<file path="src/sv/cst_pkg.sv">
`timescale 1ns / 1ps
// ----------------------------------------------------------------------------
// cst_pkg: shared types and constants of the card sector translator
// Opcodes, sequencer states and the result word passed to the output stage.
// ----------------------------------------------------------------------------
package cst_pkg;

    // fixed field widths
    localparam int SECTOR_W = 10;
    localparam int VALUE_W  = 11;
    localparam int INDEX_W  = 5;
    localparam int START_W  = 4;

    // remapped sectors start at this offset plus the broken-table size
    localparam int REMAP_BASE_OFS = 16;

    // item opcodes (code 3 is ignored)
    typedef enum logic [1:0] {
        OP_WR_LINK   = 2'd0,
        OP_WR_BROKEN = 2'd1,
        OP_XLATE     = 2'd2
    } t_op;

    // sequencer states
    typedef enum logic [2:0] {
        ST_IDLE,
        ST_HOP_RD,
        ST_HOP_WAIT,
        ST_SUM,
        ST_SEARCH,
        ST_DONE
    } t_state;

    // one translation result
    typedef struct packed {
        logic                chain_error;
        logic                remapped;
        logic [SECTOR_W-1:0] physical_sector;
        logic [SECTOR_W-1:0] absolute_sector;
    } t_result;

endpackage

</file>
<file path="src/sv/cst_ram.sv">
`timescale 1ns / 1ps
// ----------------------------------------------------------------------------
// cst_ram: generic single-port-write, single-port-read RAM
// One write and one registered read per cycle.
// ----------------------------------------------------------------------------
module cst_ram #(
    parameter int WIDTH = 8,
    parameter int DEPTH = 16
) (
    input  logic                     i_clk,
    input  logic                     i_we,
    input  logic [$clog2(DEPTH)-1:0] i_waddr,
    input  logic [WIDTH-1:0]         i_wdata,
    input  logic                     i_re,
    input  logic [$clog2(DEPTH)-1:0] i_raddr,
    output logic [WIDTH-1:0]         o_rdata
);

    logic [WIDTH-1:0] r_mem [DEPTH];
    logic [WIDTH-1:0] r_rdata;

    // write port
    always_ff @(posedge i_clk) begin
        if (i_we) begin
            r_mem[i_waddr] <= i_wdata;
        end
    end

    // registered read port
    always_ff @(posedge i_clk) begin
        if (i_re) begin
            r_rdata <= r_mem[i_raddr];
        end
    end

    assign o_rdata = r_rdata;

endmodule

</file>
<file path="src/sv/cst_vtable.sv">
`timescale 1ns / 1ps
// ----------------------------------------------------------------------------
// cst_vtable: table RAM with a valid bit per entry
// Reset clears all valid bits at once; an invalid entry reads with
// o_rvalid low so the user substitutes the reset value.
// ----------------------------------------------------------------------------
module cst_vtable #(
    parameter int WIDTH = 8,
    parameter int AW    = 4
) (
    input  logic             i_clk,
    input  logic             i_rst_n,
    input  logic             i_we,
    input  logic [AW-1:0]    i_waddr,
    input  logic [WIDTH-1:0] i_wdata,
    input  logic             i_wvalid,
    input  logic             i_re,
    input  logic [AW-1:0]    i_raddr,
    output logic [WIDTH-1:0] o_rdata,
    output logic             o_rvalid
);

    localparam int DEPTH = 2 ** AW;

    logic [DEPTH-1:0] r_valid;
    logic             r_rvalid;

    // valid bits: cleared by reset, written with each entry
    always_ff @(posedge i_clk) begin
        if (!i_rst_n) begin
            r_valid <= '0;
        end else if (i_we) begin
            r_valid[i_waddr] <= i_wvalid;
        end
    end

    // valid bit follows the registered read
    always_ff @(posedge i_clk) begin
        if (!i_rst_n) begin
            r_rvalid <= 1'b0;
        end else if (i_re) begin
            r_rvalid <= r_valid[i_raddr];
        end
    end

    cst_ram #(
        .WIDTH (WIDTH),
        .DEPTH (DEPTH)
    ) u_ram (
        .i_clk   (i_clk),
        .i_we    (i_we),
        .i_waddr (i_waddr),
        .i_wdata (i_wdata),
        .i_re    (i_re),
        .i_raddr (i_raddr),
        .o_rdata (o_rdata)
    );

    assign o_rvalid = r_rvalid;

endmodule

</file>
<file path="src/sv/cst_ctrl.sv">
`timescale 1ns / 1ps
// ----------------------------------------------------------------------------
// cst_ctrl: translation sequencer
// Takes table writes while idle; walks the link chain one hop per read and
// wait state, forms the absolute sector, then scans the broken table one entry
// per cycle through its read port.
// ----------------------------------------------------------------------------
module cst_ctrl #(
    parameter int DIR_ENTRIES       = 15,
    parameter int BROKEN_ENTRIES    = 20,
    parameter int SECTORS_PER_BLOCK = 64,
    parameter int PORTS             = 2,
    localparam int PW  = (PORTS > 1) ? $clog2(PORTS) : 1,
    localparam int BW  = $clog2(DIR_ENTRIES),
    localparam int BIW = (BROKEN_ENTRIES > 1) ? $clog2(BROKEN_ENTRIES) : 1
) (
    input  logic                         i_clk,
    input  logic                         i_rst_n,
    // item in
    input  logic                         i_in_valid,
    output logic                         o_in_ready,
    input  logic [1:0]                   i_opcode,
    input  logic                         i_card_port,
    input  logic [cst_pkg::INDEX_W-1:0]  i_entry_index,
    input  logic [cst_pkg::VALUE_W-1:0]  i_entry_value,
    input  logic [cst_pkg::START_W-1:0]  i_start_block,
    input  logic [cst_pkg::SECTOR_W-1:0] i_relative_sector,
    // link table
    output logic                         o_lnk_we,
    output logic [PW+BW-1:0]             o_lnk_waddr,
    output logic [BW:0]                  o_lnk_wdata,
    output logic                         o_lnk_re,
    output logic [PW+BW-1:0]             o_lnk_raddr,
    input  logic [BW:0]                  i_lnk_rdata,
    input  logic                         i_lnk_rvalid,
    // broken table
    output logic                         o_brk_we,
    output logic [PW+BIW-1:0]            o_brk_waddr,
    output logic [cst_pkg::SECTOR_W-1:0] o_brk_wdata,
    output logic                         o_brk_wvalid,
    output logic                         o_brk_re,
    output logic [PW+BIW-1:0]            o_brk_raddr,
    input  logic [cst_pkg::SECTOR_W-1:0] i_brk_rdata,
    input  logic                         i_brk_rvalid,
    // result out
    output logic                         o_res_valid,
    input  logic                         i_res_ready,
    output cst_pkg::t_result             o_res
);

    localparam int CW    = $clog2(BROKEN_ENTRIES + 1);
    localparam int ABS_W = 20;
    localparam logic [cst_pkg::SECTOR_W-1:0] SPB_V = cst_pkg::SECTOR_W'(SECTORS_PER_BLOCK);
    localparam logic [cst_pkg::SECTOR_W-1:0] REMAP_BASE =
        cst_pkg::SECTOR_W'(cst_pkg::REMAP_BASE_OFS + BROKEN_ENTRIES);

    cst_pkg::t_state r_state, n_state;

    logic [cst_pkg::SECTOR_W-1:0] r_sector, n_sector;
    logic [BW-1:0]                r_block, n_block;
    logic [PW-1:0]                r_port, n_port;
    logic [ABS_W-1:0]             r_abs, n_abs;
    logic [CW-1:0]                r_idx, n_idx;
    logic                         r_pend, n_pend;
    logic [BIW-1:0]               r_rdidx, n_rdidx;
    logic                         r_err, n_err;
    logic                         r_hit, n_hit;
    logic [cst_pkg::SECTOR_W-1:0] r_phys, n_phys;

    logic                         w_accept;
    logic [PW:0]                  w_port_ext;
    logic [6:0]                   w_idx_ext;
    logic [6:0]                   w_start_ext;
    logic                         w_port_ok;
    logic                         w_lnk_in_range;
    logic                         w_more_hops;
    logic                         w_issue;
    logic                         w_match;

    // field decode
    assign w_accept       = i_in_valid && o_in_ready;
    assign w_port_ext     = (PW + 1)'(i_card_port);
    assign w_idx_ext      = 7'(i_entry_index);
    assign w_start_ext    = 7'(i_start_block);
    assign w_port_ok      = 32'(i_card_port) < PORTS;
    assign w_lnk_in_range = !i_entry_value[cst_pkg::VALUE_W-1]
                            && (32'(i_entry_value[cst_pkg::SECTOR_W-1:0]) < DIR_ENTRIES);
    assign w_more_hops    = r_sector >= SPB_V;
    assign w_issue        = 32'(r_idx) < BROKEN_ENTRIES;
    assign w_match        = r_pend && i_brk_rvalid && (r_abs == ABS_W'(i_brk_rdata));

    // next state
    always_comb begin
        n_state = r_state;
        unique case (r_state)
            cst_pkg::ST_IDLE: begin
                if (w_accept && i_opcode == cst_pkg::OP_XLATE) begin
                    if (!w_port_ok || 32'(i_start_block) >= DIR_ENTRIES) begin
                        n_state = cst_pkg::ST_DONE;
                    end else begin
                        n_state = cst_pkg::ST_HOP_RD;
                    end
                end
            end
            cst_pkg::ST_HOP_RD: begin
                n_state = w_more_hops ? cst_pkg::ST_HOP_WAIT : cst_pkg::ST_SUM;
            end
            cst_pkg::ST_HOP_WAIT: begin
                if (i_lnk_rvalid && i_lnk_rdata[BW]) begin
                    n_state = cst_pkg::ST_DONE;
                end else begin
                    n_state = cst_pkg::ST_HOP_RD;
                end
            end
            cst_pkg::ST_SUM: begin
                n_state = cst_pkg::ST_SEARCH;
            end
            cst_pkg::ST_SEARCH: begin
                if (w_match || (!r_pend && !w_issue)) begin
                    n_state = cst_pkg::ST_DONE;
                end
            end
            cst_pkg::ST_DONE: begin
                if (i_res_ready) begin
                    n_state = cst_pkg::ST_IDLE;
                end
            end
            default: n_state = cst_pkg::ST_IDLE;
        endcase
    end

    // datapath next values
    always_comb begin
        n_sector = r_sector;
        n_block  = r_block;
        n_port   = r_port;
        n_abs    = r_abs;
        n_idx    = r_idx;
        n_pend   = r_pend;
        n_rdidx  = r_rdidx;
        n_err    = r_err;
        n_hit    = r_hit;
        n_phys   = r_phys;
        unique case (r_state)
            cst_pkg::ST_IDLE: begin
                if (w_accept) begin
                    n_sector = i_relative_sector;
                    n_block  = w_start_ext[BW-1:0];
                    n_port   = w_port_ext[PW-1:0];
                    n_err    = !w_port_ok || 32'(i_start_block) >= DIR_ENTRIES;
                    n_hit    = 1'b0;
                end
            end
            cst_pkg::ST_HOP_WAIT: begin
                // one hop: take a block off the remaining sector
                n_sector = r_sector - SPB_V;
                if (i_lnk_rvalid && i_lnk_rdata[BW]) begin
                    n_err = 1'b1;
                end else begin
                    n_block = i_lnk_rvalid ? i_lnk_rdata[BW-1:0] : '0;
                end
            end
            cst_pkg::ST_SUM: begin
                n_abs  = ABS_W'(r_block) * ABS_W'(SECTORS_PER_BLOCK)
                         + ABS_W'(r_sector) + ABS_W'(SECTORS_PER_BLOCK);
                n_idx  = '0;
                n_pend = 1'b0;
            end
            cst_pkg::ST_SEARCH: begin
                // issue next read, check the one returned
                n_pend = w_issue && !w_match;
                if (w_issue) begin
                    n_idx   = r_idx + CW'(1);
                    n_rdidx = r_idx[BIW-1:0];
                end
                if (w_match) begin
                    n_hit  = 1'b1;
                    n_phys = REMAP_BASE + cst_pkg::SECTOR_W'(r_rdidx);
                end
            end
            cst_pkg::ST_HOP_RD, cst_pkg::ST_DONE: begin
            end
            default: begin
            end
        endcase
    end

    // outputs
    always_comb begin
        o_in_ready   = r_state == cst_pkg::ST_IDLE;
        o_lnk_we     = w_accept && i_opcode == cst_pkg::OP_WR_LINK && w_port_ok
                       && 32'(i_entry_index) < DIR_ENTRIES;
        o_lnk_waddr  = {w_port_ext[PW-1:0], w_idx_ext[BW-1:0]};
        o_lnk_wdata  = w_lnk_in_range ? {1'b0, i_entry_value[BW-1:0]} : {1'b1, BW'(0)};
        o_lnk_re     = r_state == cst_pkg::ST_HOP_RD && w_more_hops;
        o_lnk_raddr  = {r_port, r_block};
        o_brk_we     = w_accept && i_opcode == cst_pkg::OP_WR_BROKEN && w_port_ok
                       && 32'(i_entry_index) < BROKEN_ENTRIES;
        o_brk_waddr  = {w_port_ext[PW-1:0], w_idx_ext[BIW-1:0]};
        o_brk_wdata  = i_entry_value[cst_pkg::SECTOR_W-1:0];
        o_brk_wvalid = !i_entry_value[cst_pkg::VALUE_W-1];
        o_brk_re     = r_state == cst_pkg::ST_SEARCH && w_issue;
        o_brk_raddr  = {r_port, r_idx[BIW-1:0]};
        o_res_valid  = r_state == cst_pkg::ST_DONE;
        o_res.chain_error     = r_err;
        o_res.remapped        = r_hit && !r_err;
        o_res.absolute_sector = r_err ? '0 : r_abs[cst_pkg::SECTOR_W-1:0];
        o_res.physical_sector = r_err ? '0 :
                                (r_hit ? r_phys : r_abs[cst_pkg::SECTOR_W-1:0]);
    end

    // control registers
    always_ff @(posedge i_clk) begin
        if (!i_rst_n) begin
            r_state <= cst_pkg::ST_IDLE;
            r_pend  <= 1'b0;
        end else begin
            r_state <= n_state;
            r_pend  <= n_pend;
        end
    end

    // payload registers
    always_ff @(posedge i_clk) begin
        r_sector <= n_sector;
        r_block  <= n_block;
        r_port   <= n_port;
        r_abs    <= n_abs;
        r_idx    <= n_idx;
        r_rdidx  <= n_rdidx;
        r_err    <= n_err;
        r_hit    <= n_hit;
        r_phys   <= n_phys;
    end

    // each hop takes exactly one block off the remaining sector
    a_hop_step: assert property (@(posedge i_clk) disable iff (!i_rst_n)
        (r_state == cst_pkg::ST_HOP_WAIT) |=> (r_sector == $past(r_sector) - SPB_V))
        else $error("hop did not consume one block");

    // a chain error result carries no sector
    a_err_zero: assert property (@(posedge i_clk) disable iff (!i_rst_n)
        (o_res_valid && o_res.chain_error) |->
        (o_res.absolute_sector == '0 && o_res.physical_sector == '0 && !o_res.remapped))
        else $error("chain error with nonzero sector");

    // a remapped sector lies in the spare area
    a_remap_range: assert property (@(posedge i_clk) disable iff (!i_rst_n)
        (o_res_valid && o_res.remapped) |-> (o_res.physical_sector >= REMAP_BASE))
        else $error("remapped sector below spare area");

    // no broken-table read returns for an index past the table
    a_scan_bound: assert property (@(posedge i_clk) disable iff (!i_rst_n)
        (r_state == cst_pkg::ST_SEARCH && r_pend) |-> (32'(r_rdidx) < BROKEN_ENTRIES))
        else $error("broken-table scan past end");

    // the chain walk stops once the sector is inside one block
    a_walk_stop: assert property (@(posedge i_clk) disable iff (!i_rst_n)
        (r_state == cst_pkg::ST_SUM) |-> (r_sector < SPB_V))
        else $error("walk ended with sector beyond a block");

endmodule

</file>
<file path="src/sv/card_sector_translator.sv">
`timescale 1ns / 1ps
// ----------------------------------------------------------------------------
// card_sector_translator: memory card sector translation with bad-sector remap
// Per card port a next-block link table and a broken-sector table; items
// write either table or translate a file-relative sector.
//
//   channel   dir  tdata (low bit first)                          tuser
//   s_axis    in   card_port, entry_index, entry_value,           opcode
//                  start_block, relative_sector, pad to 32
//   m_axis    out  absolute_sector, physical_sector, pad to 24    remapped, chain_error
//
// Table writes and ignored opcodes leave the sequencer idle, so a new word is
// taken in the next cycle. A translation walks the link chain hop by hop
// through the link-table read port, forms the absolute sector, then scans the
// broken table entry by entry through the broken-table read port and drains
// the last read, stopping early on a match; a bad start block or port goes
// straight to the result.
// Reset is synchronous; it clears the valid bits of both tables at once, so
// no clearing pass is needed. The result sits in an output register; a stalled
// m_axis holds the sequencer in its final state until that register frees.
// ----------------------------------------------------------------------------
module card_sector_translator #(
    parameter int DIR_ENTRIES       = 15,
    parameter int BROKEN_ENTRIES    = 20,
    parameter int SECTORS_PER_BLOCK = 64,
    parameter int PORTS             = 2
) (
    input  logic        i_clk,
    input  logic        i_rst_n,
    input  logic        s_axis_tvalid,
    output logic        s_axis_tready,
    input  logic [31:0] s_axis_tdata,   // card_port, entry_index, entry_value,
                                        // start_block, relative_sector
    input  logic [1:0]  s_axis_tuser,   // opcode
    output logic        m_axis_tvalid,
    input  logic        m_axis_tready,
    output logic [23:0] m_axis_tdata,   // absolute_sector, physical_sector
    output logic [1:0]  m_axis_tuser    // remapped, chain_error
);

    localparam int PW  = (PORTS > 1) ? $clog2(PORTS) : 1;
    localparam int BW  = $clog2(DIR_ENTRIES);
    localparam int BIW = (BROKEN_ENTRIES > 1) ? $clog2(BROKEN_ENTRIES) : 1;

    logic                         w_lnk_we, w_lnk_re, w_lnk_rvalid;
    logic [PW+BW-1:0]             w_lnk_waddr, w_lnk_raddr;
    logic [BW:0]                  w_lnk_wdata, w_lnk_rdata;
    logic                         w_brk_we, w_brk_wvalid, w_brk_re, w_brk_rvalid;
    logic [PW+BIW-1:0]            w_brk_waddr, w_brk_raddr;
    logic [cst_pkg::SECTOR_W-1:0] w_brk_wdata, w_brk_rdata;
    logic                         w_res_valid, w_res_ready;
    cst_pkg::t_result             w_res;
    logic                         r_m_valid;
    cst_pkg::t_result             r_m_res;

    cst_ctrl #(
        .DIR_ENTRIES       (DIR_ENTRIES),
        .BROKEN_ENTRIES    (BROKEN_ENTRIES),
        .SECTORS_PER_BLOCK (SECTORS_PER_BLOCK),
        .PORTS             (PORTS)
    ) u_ctrl (
        .i_clk             (i_clk),
        .i_rst_n           (i_rst_n),
        .i_in_valid        (s_axis_tvalid),
        .o_in_ready        (s_axis_tready),
        .i_opcode          (s_axis_tuser),
        .i_card_port       (s_axis_tdata[0]),
        .i_entry_index     (s_axis_tdata[5:1]),
        .i_entry_value     (s_axis_tdata[16:6]),
        .i_start_block     (s_axis_tdata[20:17]),
        .i_relative_sector (s_axis_tdata[30:21]),
        .o_lnk_we          (w_lnk_we),
        .o_lnk_waddr       (w_lnk_waddr),
        .o_lnk_wdata       (w_lnk_wdata),
        .o_lnk_re          (w_lnk_re),
        .o_lnk_raddr       (w_lnk_raddr),
        .i_lnk_rdata       (w_lnk_rdata),
        .i_lnk_rvalid      (w_lnk_rvalid),
        .o_brk_we          (w_brk_we),
        .o_brk_waddr       (w_brk_waddr),
        .o_brk_wdata       (w_brk_wdata),
        .o_brk_wvalid      (w_brk_wvalid),
        .o_brk_re          (w_brk_re),
        .o_brk_raddr       (w_brk_raddr),
        .i_brk_rdata       (w_brk_rdata),
        .i_brk_rvalid      (w_brk_rvalid),
        .o_res_valid       (w_res_valid),
        .i_res_ready       (w_res_ready),
        .o_res             (w_res)
    );

    // link table: next block per entry, top bit marks an invalid link (chain error)
    cst_vtable #(
        .WIDTH (BW + 1),
        .AW    (PW + BW)
    ) u_link_tbl (
        .i_clk    (i_clk),
        .i_rst_n  (i_rst_n),
        .i_we     (w_lnk_we),
        .i_waddr  (w_lnk_waddr),
        .i_wdata  (w_lnk_wdata),
        .i_wvalid (1'b1),
        .i_re     (w_lnk_re),
        .i_raddr  (w_lnk_raddr),
        .o_rdata  (w_lnk_rdata),
        .o_rvalid (w_lnk_rvalid)
    );

    // broken table: valid bit set only for a real broken sector
    cst_vtable #(
        .WIDTH (cst_pkg::SECTOR_W),
        .AW    (PW + BIW)
    ) u_broken_tbl (
        .i_clk    (i_clk),
        .i_rst_n  (i_rst_n),
        .i_we     (w_brk_we),
        .i_waddr  (w_brk_waddr),
        .i_wdata  (w_brk_wdata),
        .i_wvalid (w_brk_wvalid),
        .i_re     (w_brk_re),
        .i_raddr  (w_brk_raddr),
        .o_rdata  (w_brk_rdata),
        .o_rvalid (w_brk_rvalid)
    );

    // output register
    assign w_res_ready = !r_m_valid || m_axis_tready;

    always_ff @(posedge i_clk) begin
        if (!i_rst_n) begin
            r_m_valid <= 1'b0;
        end else if (w_res_ready) begin
            r_m_valid <= w_res_valid;
        end
    end

    always_ff @(posedge i_clk) begin
        if (w_res_ready && w_res_valid) begin
            r_m_res <= w_res;
        end
    end

    assign m_axis_tvalid = r_m_valid;
    assign m_axis_tdata  = {4'b0, r_m_res.physical_sector, r_m_res.absolute_sector};
    assign m_axis_tuser  = {r_m_res.chain_error, r_m_res.remapped};

endmodule
</file>
<file path="config.mk">
export PLATFORM = sky130hd
export DESIGN_NAME = card_sector_translator
export DESIGN_NICKNAME = d
export VERILOG_FILES = /design/src/sv/cst_pkg.sv /design/src/sv/cst_ram.sv /design/src/sv/cst_vtable.sv /design/src/sv/cst_ctrl.sv /design/src/sv/card_sector_translator.sv
export SDC_FILE = /design/constraint.sdc
export NUM_CORES = 1
export LEC_CHECK = 0
export ABC_AREA = 0
export BUFFER_PORTS_ARGS = -buffer_cell sky130_fd_sc_hd__buf_2
export CAP_MARGIN = 20
export CORE_AREA = 10 10 315 256
export CTS_CLUSTER_SIZE = 40
export DETAILED_ROUTE_END_ITERATION = 6
export DIE_AREA = 0 0 325 266
export GPL_ROUTABILITY_DRIVEN = 0
export MAX_ROUTING_LAYER = met4
export PLACE_DENSITY = 0.82
export SLEW_MARGIN = 30
export SYNTH_ARGS = -nofsm -noshare
export SYNTH_HDL_FRONTEND = slang
export SYNTH_HIERARCHICAL = 1
export SYNTH_SLANG_ARGS = --single-unit
export TNS_END_PERCENT = 5
</file>
<file path="constraint.sdc">
create_clock -name i_clk -period 2.85 [get_ports i_clk]
set_input_delay 0.1425 -clock i_clk [delete_from_list [all_inputs] [get_ports i_clk]]
set_output_delay 0.1425 -clock i_clk [all_outputs]
set_load 0.05 [all_outputs]
</file>
==> key figures, run 1 <==
Global routing
  – Gr ovfl total: 0
  – First-pass GRT wire length: 144000 µm
  – Initial antenna violation count: 0
  – GRT Util Overall: 22.4%
  – Via count of the first global-routing pass: 22562
  – Pin count of the biggest net entering global routing: 66

Placed design
  – Detailed Place HPWL: 57000 µm
  – Placed inst area: 42500 µm²
  – Pre-CTS setup slack: 0.146 ns
  – Post-Place Cells: 3393
  – Port Buf Inserts: 60

Die
  – Core area: 74500 µm²
  – Core Rows: 90
  – # IOs: 66
  – Starting Density: 54.4%
  – DIE AREA: 86500 µm²
  – Die W: 325 µm
  – Die Span Y: 266 µm

Worst setup path
  – Critical path capture point type: register
  – Critical Path RT: 3.14 ns
  – CP Launch Type: register
  – Crit path kind: register to register
  – Worst EP arrival: 3.04 ns
  – CP Max Fanout: 8

Worst hold path
  – Tightest Hold Check Type: primary input to register

Routing
  – Iteration-0 DRC Markers: 2906
  – Final ANT Viol Nets: 0
  – Routed WL: 95400 µm
  – Drt drc: 0
  – Drt first pass iters: 6
  – Vias per cell: 6.34
  – Via Count: 22662
  – WL/cell: 26.7 µm

Layout
  – Layout Cells excl Fill: 3576
  – Cell area after layout: 45700 µm²
  – Area grow syn2layout: 12.7%
  – Final nets: 2540
  – Layout cells sized above 1: 23.7%

Synthesis
  – Post-Syn Instances: 2329
  – Avg Inst Size Synth: 17.4 µm²
  – Synth top area cells: edfxtp_1, mux4_2, dfxtp_1
  – YS warnings: 6
  – Post-synthesis register bit count: 986
  – Seq/Total Area, Yosys: 70.5%
  – FFs w/ async S/R, synth: 0%
  – Post-Synthesis Cell Area: 40500 µm²
  – Dominant cell type by area after synthesis: edfxtp_1
  – Top-area cell type share of the netlist area: 65.4%
  – Most frequent cell after synthesis: edfxtp_1
  – Yosys cell types: 80
  – Number of synthesized flops with an enable pin: 883
  – Synth Flop Type: edfxtp_1
  – Top cells by count, synth: edfxtp_1, mux4_2, nor2_1

Clock network
  – H-tree Lvls: 3
  – Worst-path clk slew: 0.07 ns
  – Clock Sinks: 986
  – Post-CTS setup buffers: 0
  – Num CTS Buffers: 89
  – Clock Latency Late Sink: 0.66 ns
  – CTS tree: built
  – Maximum clock path buffer count: 3
  – Root Buffer Master: clkbuf_16

Status
  – Status: complete, no violations

Timing
  – Tmin final: 2.76 ns
  – RSZ-0062 raised after global routing: no
  – Final setup vio count: 0
  – Max-slew violation count: 0
  – Max Clk Rate: 363 MHz
  – Worst Max-Slew Pin Slew: 0.884 ns
  – Hold Worst Slack: 0.160 ns
  – Final hold vios: 0
  – Setup ws final: 0.0929 ns
  – Clock skew: 0.0341 ns
  – Final period utilization: 96.7%
  – Rel. slew slack: 40.7%

Run
  – Max_cap viols: 0

Power
  – Leak pwr: 15.4 nW
  – VDD IR max: 0.000598 V
  – Pwr dens: 643 nW/µm²
  – Total Power: 0.0294 W
==> critical path, stage by stage, from the launching register on <==
cell and delay (ns):
dfxtp_1 0.33, nor3_4 0.21, nand2_1 0.10, nor2_1 0.14, and3_1 0.48, or3b_2 0.64, nor2_1 0.49
==> flip-flops by register name, summed over array words and instances, names as in the netlist <==
register,cells
m_axis_tvalid,1
u_ctrl/r_state,3
u_link_tbl/u_ram/o_rdata,5
u_broken_tbl/u_ram/r_mem,640
u_link_tbl/u_ram/r_mem,160
u_broken_tbl/o_rvalid,1
u_broken_tbl/r_valid,64
u_ctrl/r_phys,7
u_ctrl/r_sector,10
u_link_tbl/r_valid,32
m_axis_tdata,20
u_broken_tbl/u_ram/o_rdata,10
u_ctrl/r_abs,12
u_ctrl/r_err,1
u_ctrl/r_block,4
u_ctrl/r_pend,1
m_axis_tuser,2
u_ctrl/r_rdidx,5
u_ctrl/r_hit,1
u_link_tbl/o_rvalid,1
u_ctrl/r_idx,5
u_ctrl/r_port,1
==> per-stage QoR <==
stage               utilization [%]  TNS (ns)
floorplan                         -    -17.26
global placement               57.1         0
detailed placement             57.1         0
CTS                            61.3         0
global route                   61.3         0
finish                         61.3         0
==> final cells by class <==
type / count / area, µm²
Fill cell: 5002 / 28900
Sequential cell: 986 / 28600
Multi-Input combinational cell: 1177 / 11100
Clock buffer: 112 / 2430
Timing Repair Buffer: 221 / 1750
Tap cell: 1012 / 1270
Clock inverter: 53 / 546
Inverter: 14 / 57.6
Antenna cell: 1 / 2.50
==> power breakdown <==
part	total, W	switching (W)	internal, W	leakage [nW]
registers	0.0158	0.0000702	0.0158	9.18
logic	0.00134	0.000852	0.000484	4.77
clock network	0.0122	0.00528	0.00691	1.46
==> layout by cell type, fill, tap and decap left out, types with 6 or more instances in the layout <==
cell,synthesis,final
edfxtp_1,883,883
mux4_2,214,214
nor2_1,180,179
nand2_1,155,155
buf_4,45,128
mux2i_1,105,105
dfxtp_1,103,103
clkbuf_16,0,93
nor2b_1,62,62
buf_2,23,60
nand3_1,48,48
a21boi_0,44,44
o21ai_0,42,42
a21boi_1,27,27
clkinv_2,0,21
nand3b_1,20,20
o21ai_1,20,20
and2_1,18,18
dlygate4sd3_1,0,17
o22ai_1,17,17
mux2_2,16,16
clkbuf_1,78,15
a22oi_1,15,15
buf_12,1,14
xor2_1,13,13
clkinv_1,0,12
ha_1,12,12
inv_1,12,11
nor3_1,11,11
a211oi_1,11,11
nand2b_1,10,10
conb_1,2,9
bufinv_16,0,9
a22o_1,9,9
a21oi_1,9,9
mux4_1,8,8
nand4_1,7,7
nand4b_1,6,6
and3_1,6,6
==> path summary, 6_finish.rpt <==
path                      from                      endpoint  slack (ns)  cells after the start
max          u_ctrl/r_state[2]  u_link_tbl/u_ram/r_mem[0][4]        0.09                      6
min                    i_rst_n      u_broken_tbl/r_valid[20]        0.16                      2
max reg2reg  u_ctrl/r_state[2]  u_link_tbl/u_ram/r_mem[0][4]        0.09                      6
min reg2reg  u_ctrl/r_rdidx[1]              u_ctrl/r_phys[1]        0.43                      0
==> kinds of logic (layout without fill, tap and decap cells) <==
family | after synthesis | in the layout | share of synthesized area [%]
xor+xnor | 17 | 17 | 0.367
compound gates | 226 | 226 | 3.95
fa+ha+maj | 13 | 13 | 0.420
buf+inv | 173 | 400 | 2.26
other cells | 2 | 10 | 0.0185
flops | 986 | 986 | 70.5
simple gates | 564 | 564 | 6.84
mux | 348 | 348 | 15.6
==> per-layer routing <==
layer / track usage, % / vias to the layer above / wire, µm
met1: 29.4 / 11588 / 36800
met5: - / - / 0
met3: 4.03 / 224 / 9160
met2: 35.2 / 1397 / 46100
met4: 8.13 / 0 / 3370
li1: - / 9453 / -
==> timing repair <==
action / in CTS / in global routing
hold buffers: 17 / 0
endpoints found under the setup margin: 0 / 10
endpoints found under the hold margin: 20 / 0
gates resized for setup: 0 / 3
No activity file was read; power rests on OpenSTA's default activity.
==> run 2, diff against run 1 <==
ABC_AREA = unset   (was 0)
GPL_TIMING_DRIVEN = 0   (was unset)
SKIP_CTS_REPAIR_TIMING = 1   (was unset)
==> run 2 against run 1 <==
The run now ends with negative setup slack left. Clock skew shrank 0.012 ns. Critical path type unchanged. Critical endpoint is now u_broken_tbl/u_ram/o_rdata[2]. Sequential share of layout area shrank 1.7 points. Cell count up 1.8%. Fmax is 12% lower. Core utilization rose by 1.7 points. Routed wire length rose by 9.2%. Global-route usage grew 0.38 points. Combinational power increased by 9.7%.
==> key figures, run 2 (synthesis gave the netlist of run 1 again) <==
Timing
  – Setup TNS: -19.74 ns (-19.74 ns)
  – Tmin final: 3.13 ns (+0.374 ns)
  – Final setup vio count: 267 (+267)
  – Clock skew: 0.0222 ns (-0.0119 ns)
  – Rel. slew slack: 30.5% (-10 points)
  – Worst Max-Slew Pin Slew: 1.04 ns (+0.159 ns)
  – RSZ-0062 raised after global routing: yes
  – Max-slew violation count: 0 (unchanged)
  – Final hold vios: 0 (unchanged)
  – Final period utilization: 110% (+13 points)
  – Setup ws final: -0.281 ns (-0.374 ns)
  – Max Clk Rate: 319 MHz (-12%)

Clock network
  – Root Buffer Master: clkbuf_16
  – Clock Sinks: 986 (unchanged)
  – CTS tree: built
  – Worst-path clk slew: 0.07 ns (about the same)
  – H-tree Lvls: 3 (unchanged)
  – Maximum clock path buffer count: 3 (unchanged)
  – Clock Latency Late Sink: 0.65 ns (about the same)
  – Num CTS Buffers: 87 (-2.2%)

Worst hold path
  – Tightest Hold Check Type: primary input to register

Layout
  – Final nets: 2605 (+2.6%)
  – Max reg flops: 640 (unchanged)
  – Multi-input gate area in the final layout: 11800 µm² (+6.7%)
  – Most frequent cells in the layout: edfxtp_1, mux4_2, nand2_1
  – Register Area: 28600 µm² (unchanged)
  – Layout cells sized above 1: 26.6% (+2.8 points)
  – Top reg by flops: u_broken_tbl/u_ram/r_mem
  – Area grow syn2layout: 15.8%
  – Fillers: 4773 (-4.6%)
  – Most common cell after layout, fill and taps aside: edfxtp_1
  – Top flop regs: u_broken_tbl/u_ram/r_mem x640, u_link_tbl/u_ram/r_mem x160, u_broken_tbl/r_valid x64
  – Cell area after layout: 46900 µm² (+2.7%)
  – Fin util: 63.0% (+1.7 points)

Worst setup path
  – CP Launch Type: register
  – Critical path capture point type: register
  – Critical Path RT: 3.30 ns (+0.16 ns)
  – Worst EP arrival: 3.59 ns (+0.55 ns)
  – CP Max Fanout: 8 (unchanged)
  – Crit path kind: register to register

Run
  – Max_cap viols: 0 (unchanged)

Die
  – # IOs: 66 (unchanged)
  – Die W: 325 µm (unchanged)
  – Starting Density: 54.4% (unchanged)
  – Core area: 74500 µm² (unchanged)
  – Die Span Y: 266 µm (unchanged)
  – DIE AREA: 86500 µm² (unchanged)
  – Core Rows: 90 (unchanged)

Routing
  – Drt first pass iters: 7 (+1)
  – WL/cell: 28.6 µm (+7.3%)
  – Routed WL: 104000 µm (+9.2%)
  – Via Count: 23711 (+4.6%)
  – Iteration-0 DRC Markers: 3608 (+24%)
  – Drt drc: 0 (unchanged)
  – Vias per cell: 6.52 (+2.8%)
  – Final ANT Viol Nets: 0 (unchanged)

Status
  – Status: finished, violations left
  – Violated checks: negative setup slack

Placed design
  – Pre-CTS setup slack: -0.944 ns (-1.09 ns)
  – Placed inst area: 42200 µm² (-0.78%)
  – Detailed Place HPWL: 61600 µm (+8.2%)
  – Port Buf Inserts: 60 (unchanged)

Global routing
  – Gr ovfl total: 0 (unchanged)
  – Initial antenna violation count: 3 (+3)
  – Via count of the first global-routing pass: 22767 (+0.91%)
  – Pin count of the biggest net entering global routing: 65 (-1.5%)
  – GRT Util Overall: 22.8% (+0.38 points)
  – First-pass GRT wire length: 145000 µm (+0.76%)

Power
  – Leak pwr: 15.5 nW (+0.72%)
  – VDD IR max: 0.000601 V (+0.41%)
  – Pwr dens: 632 nW/µm² (-1.7%)
## run 2: power by group
group / internal, W / switching (W) / total (W)
Combinational: 0.000526 / 0.000942 / 0.00147
Sequential: 0.0158 / 0.0000638 / 0.0158
Clock: 0.00712 / 0.00523 / 0.0124
Total: 0.0234 / 0.00624 / 0.0297
## run 2: critical path, cell delays in order (launching register included)
cell       delay [ns]
edfxtp_1         0.51
buf_6            0.18
buf_8            0.13
clkbuf_16        0.17
buf_16           0.16
buf_12           0.16
buf_12           0.13
mux4_2           0.34
mux2i_1          0.08
a211oi_1         0.58
o31ai_1          0.20
o21ai_1          0.28
## run 2: final cells by class
type	count	area share, %
repair buffers	130	2.45
plain buffers	158	2.35
flip-flops and latches	986	60.9
diodes	2	0.0107
inverters	14	0.123
well taps	1012	2.70
multi-input cells	1177	25.1
clock buffers	105	4.98
clock inverters	55	1.35
## run 2: layer usage
layer / vias up / track usage [%] / wire (µm) / part of all wire (%)
met5: - / - / 0 / 0
met4: 0 / 7.33 / 4010 / 3.8
met3: 315 / 4.58 / 12600 / 12
met2: 1758 / 35.5 / 50200 / 48
met1: 12045 / 30.2 / 37400 / 36
li1: 9593 / - / - / -
## run 2: worst paths after layout
| kind | slack (ns) | start | to | cells after the start |
|---|---|---|---|---|
| worst min register to register | 0.45 | u_ctrl/r_rdidx[1] | u_ctrl/r_phys[1] | 0 |
| worst max register to register | -0.28 | u_ctrl/r_idx[0] | u_broken_tbl/u_ram/o_rdata[2] | 11 |
| worst max-delay path | -0.28 | u_ctrl/r_idx[0] | u_broken_tbl/u_ram/o_rdata[2] | 11 |
| worst min-delay path | 0.15 | s_axis_tdata[2] | u_broken_tbl/r_valid[49] | 5 |
## run 2: through the flow
step                total power [W]  instances  hold slack [ns]
finish                       0.0297       3639            0.154
global route                 0.0303       3639            0.214
CTS                          0.0295       3569           -0.273
detailed placement           0.0174       3409            0.404
global placement             0.0174       3408            0.412
floorplan                    0.0170       2336            0.241
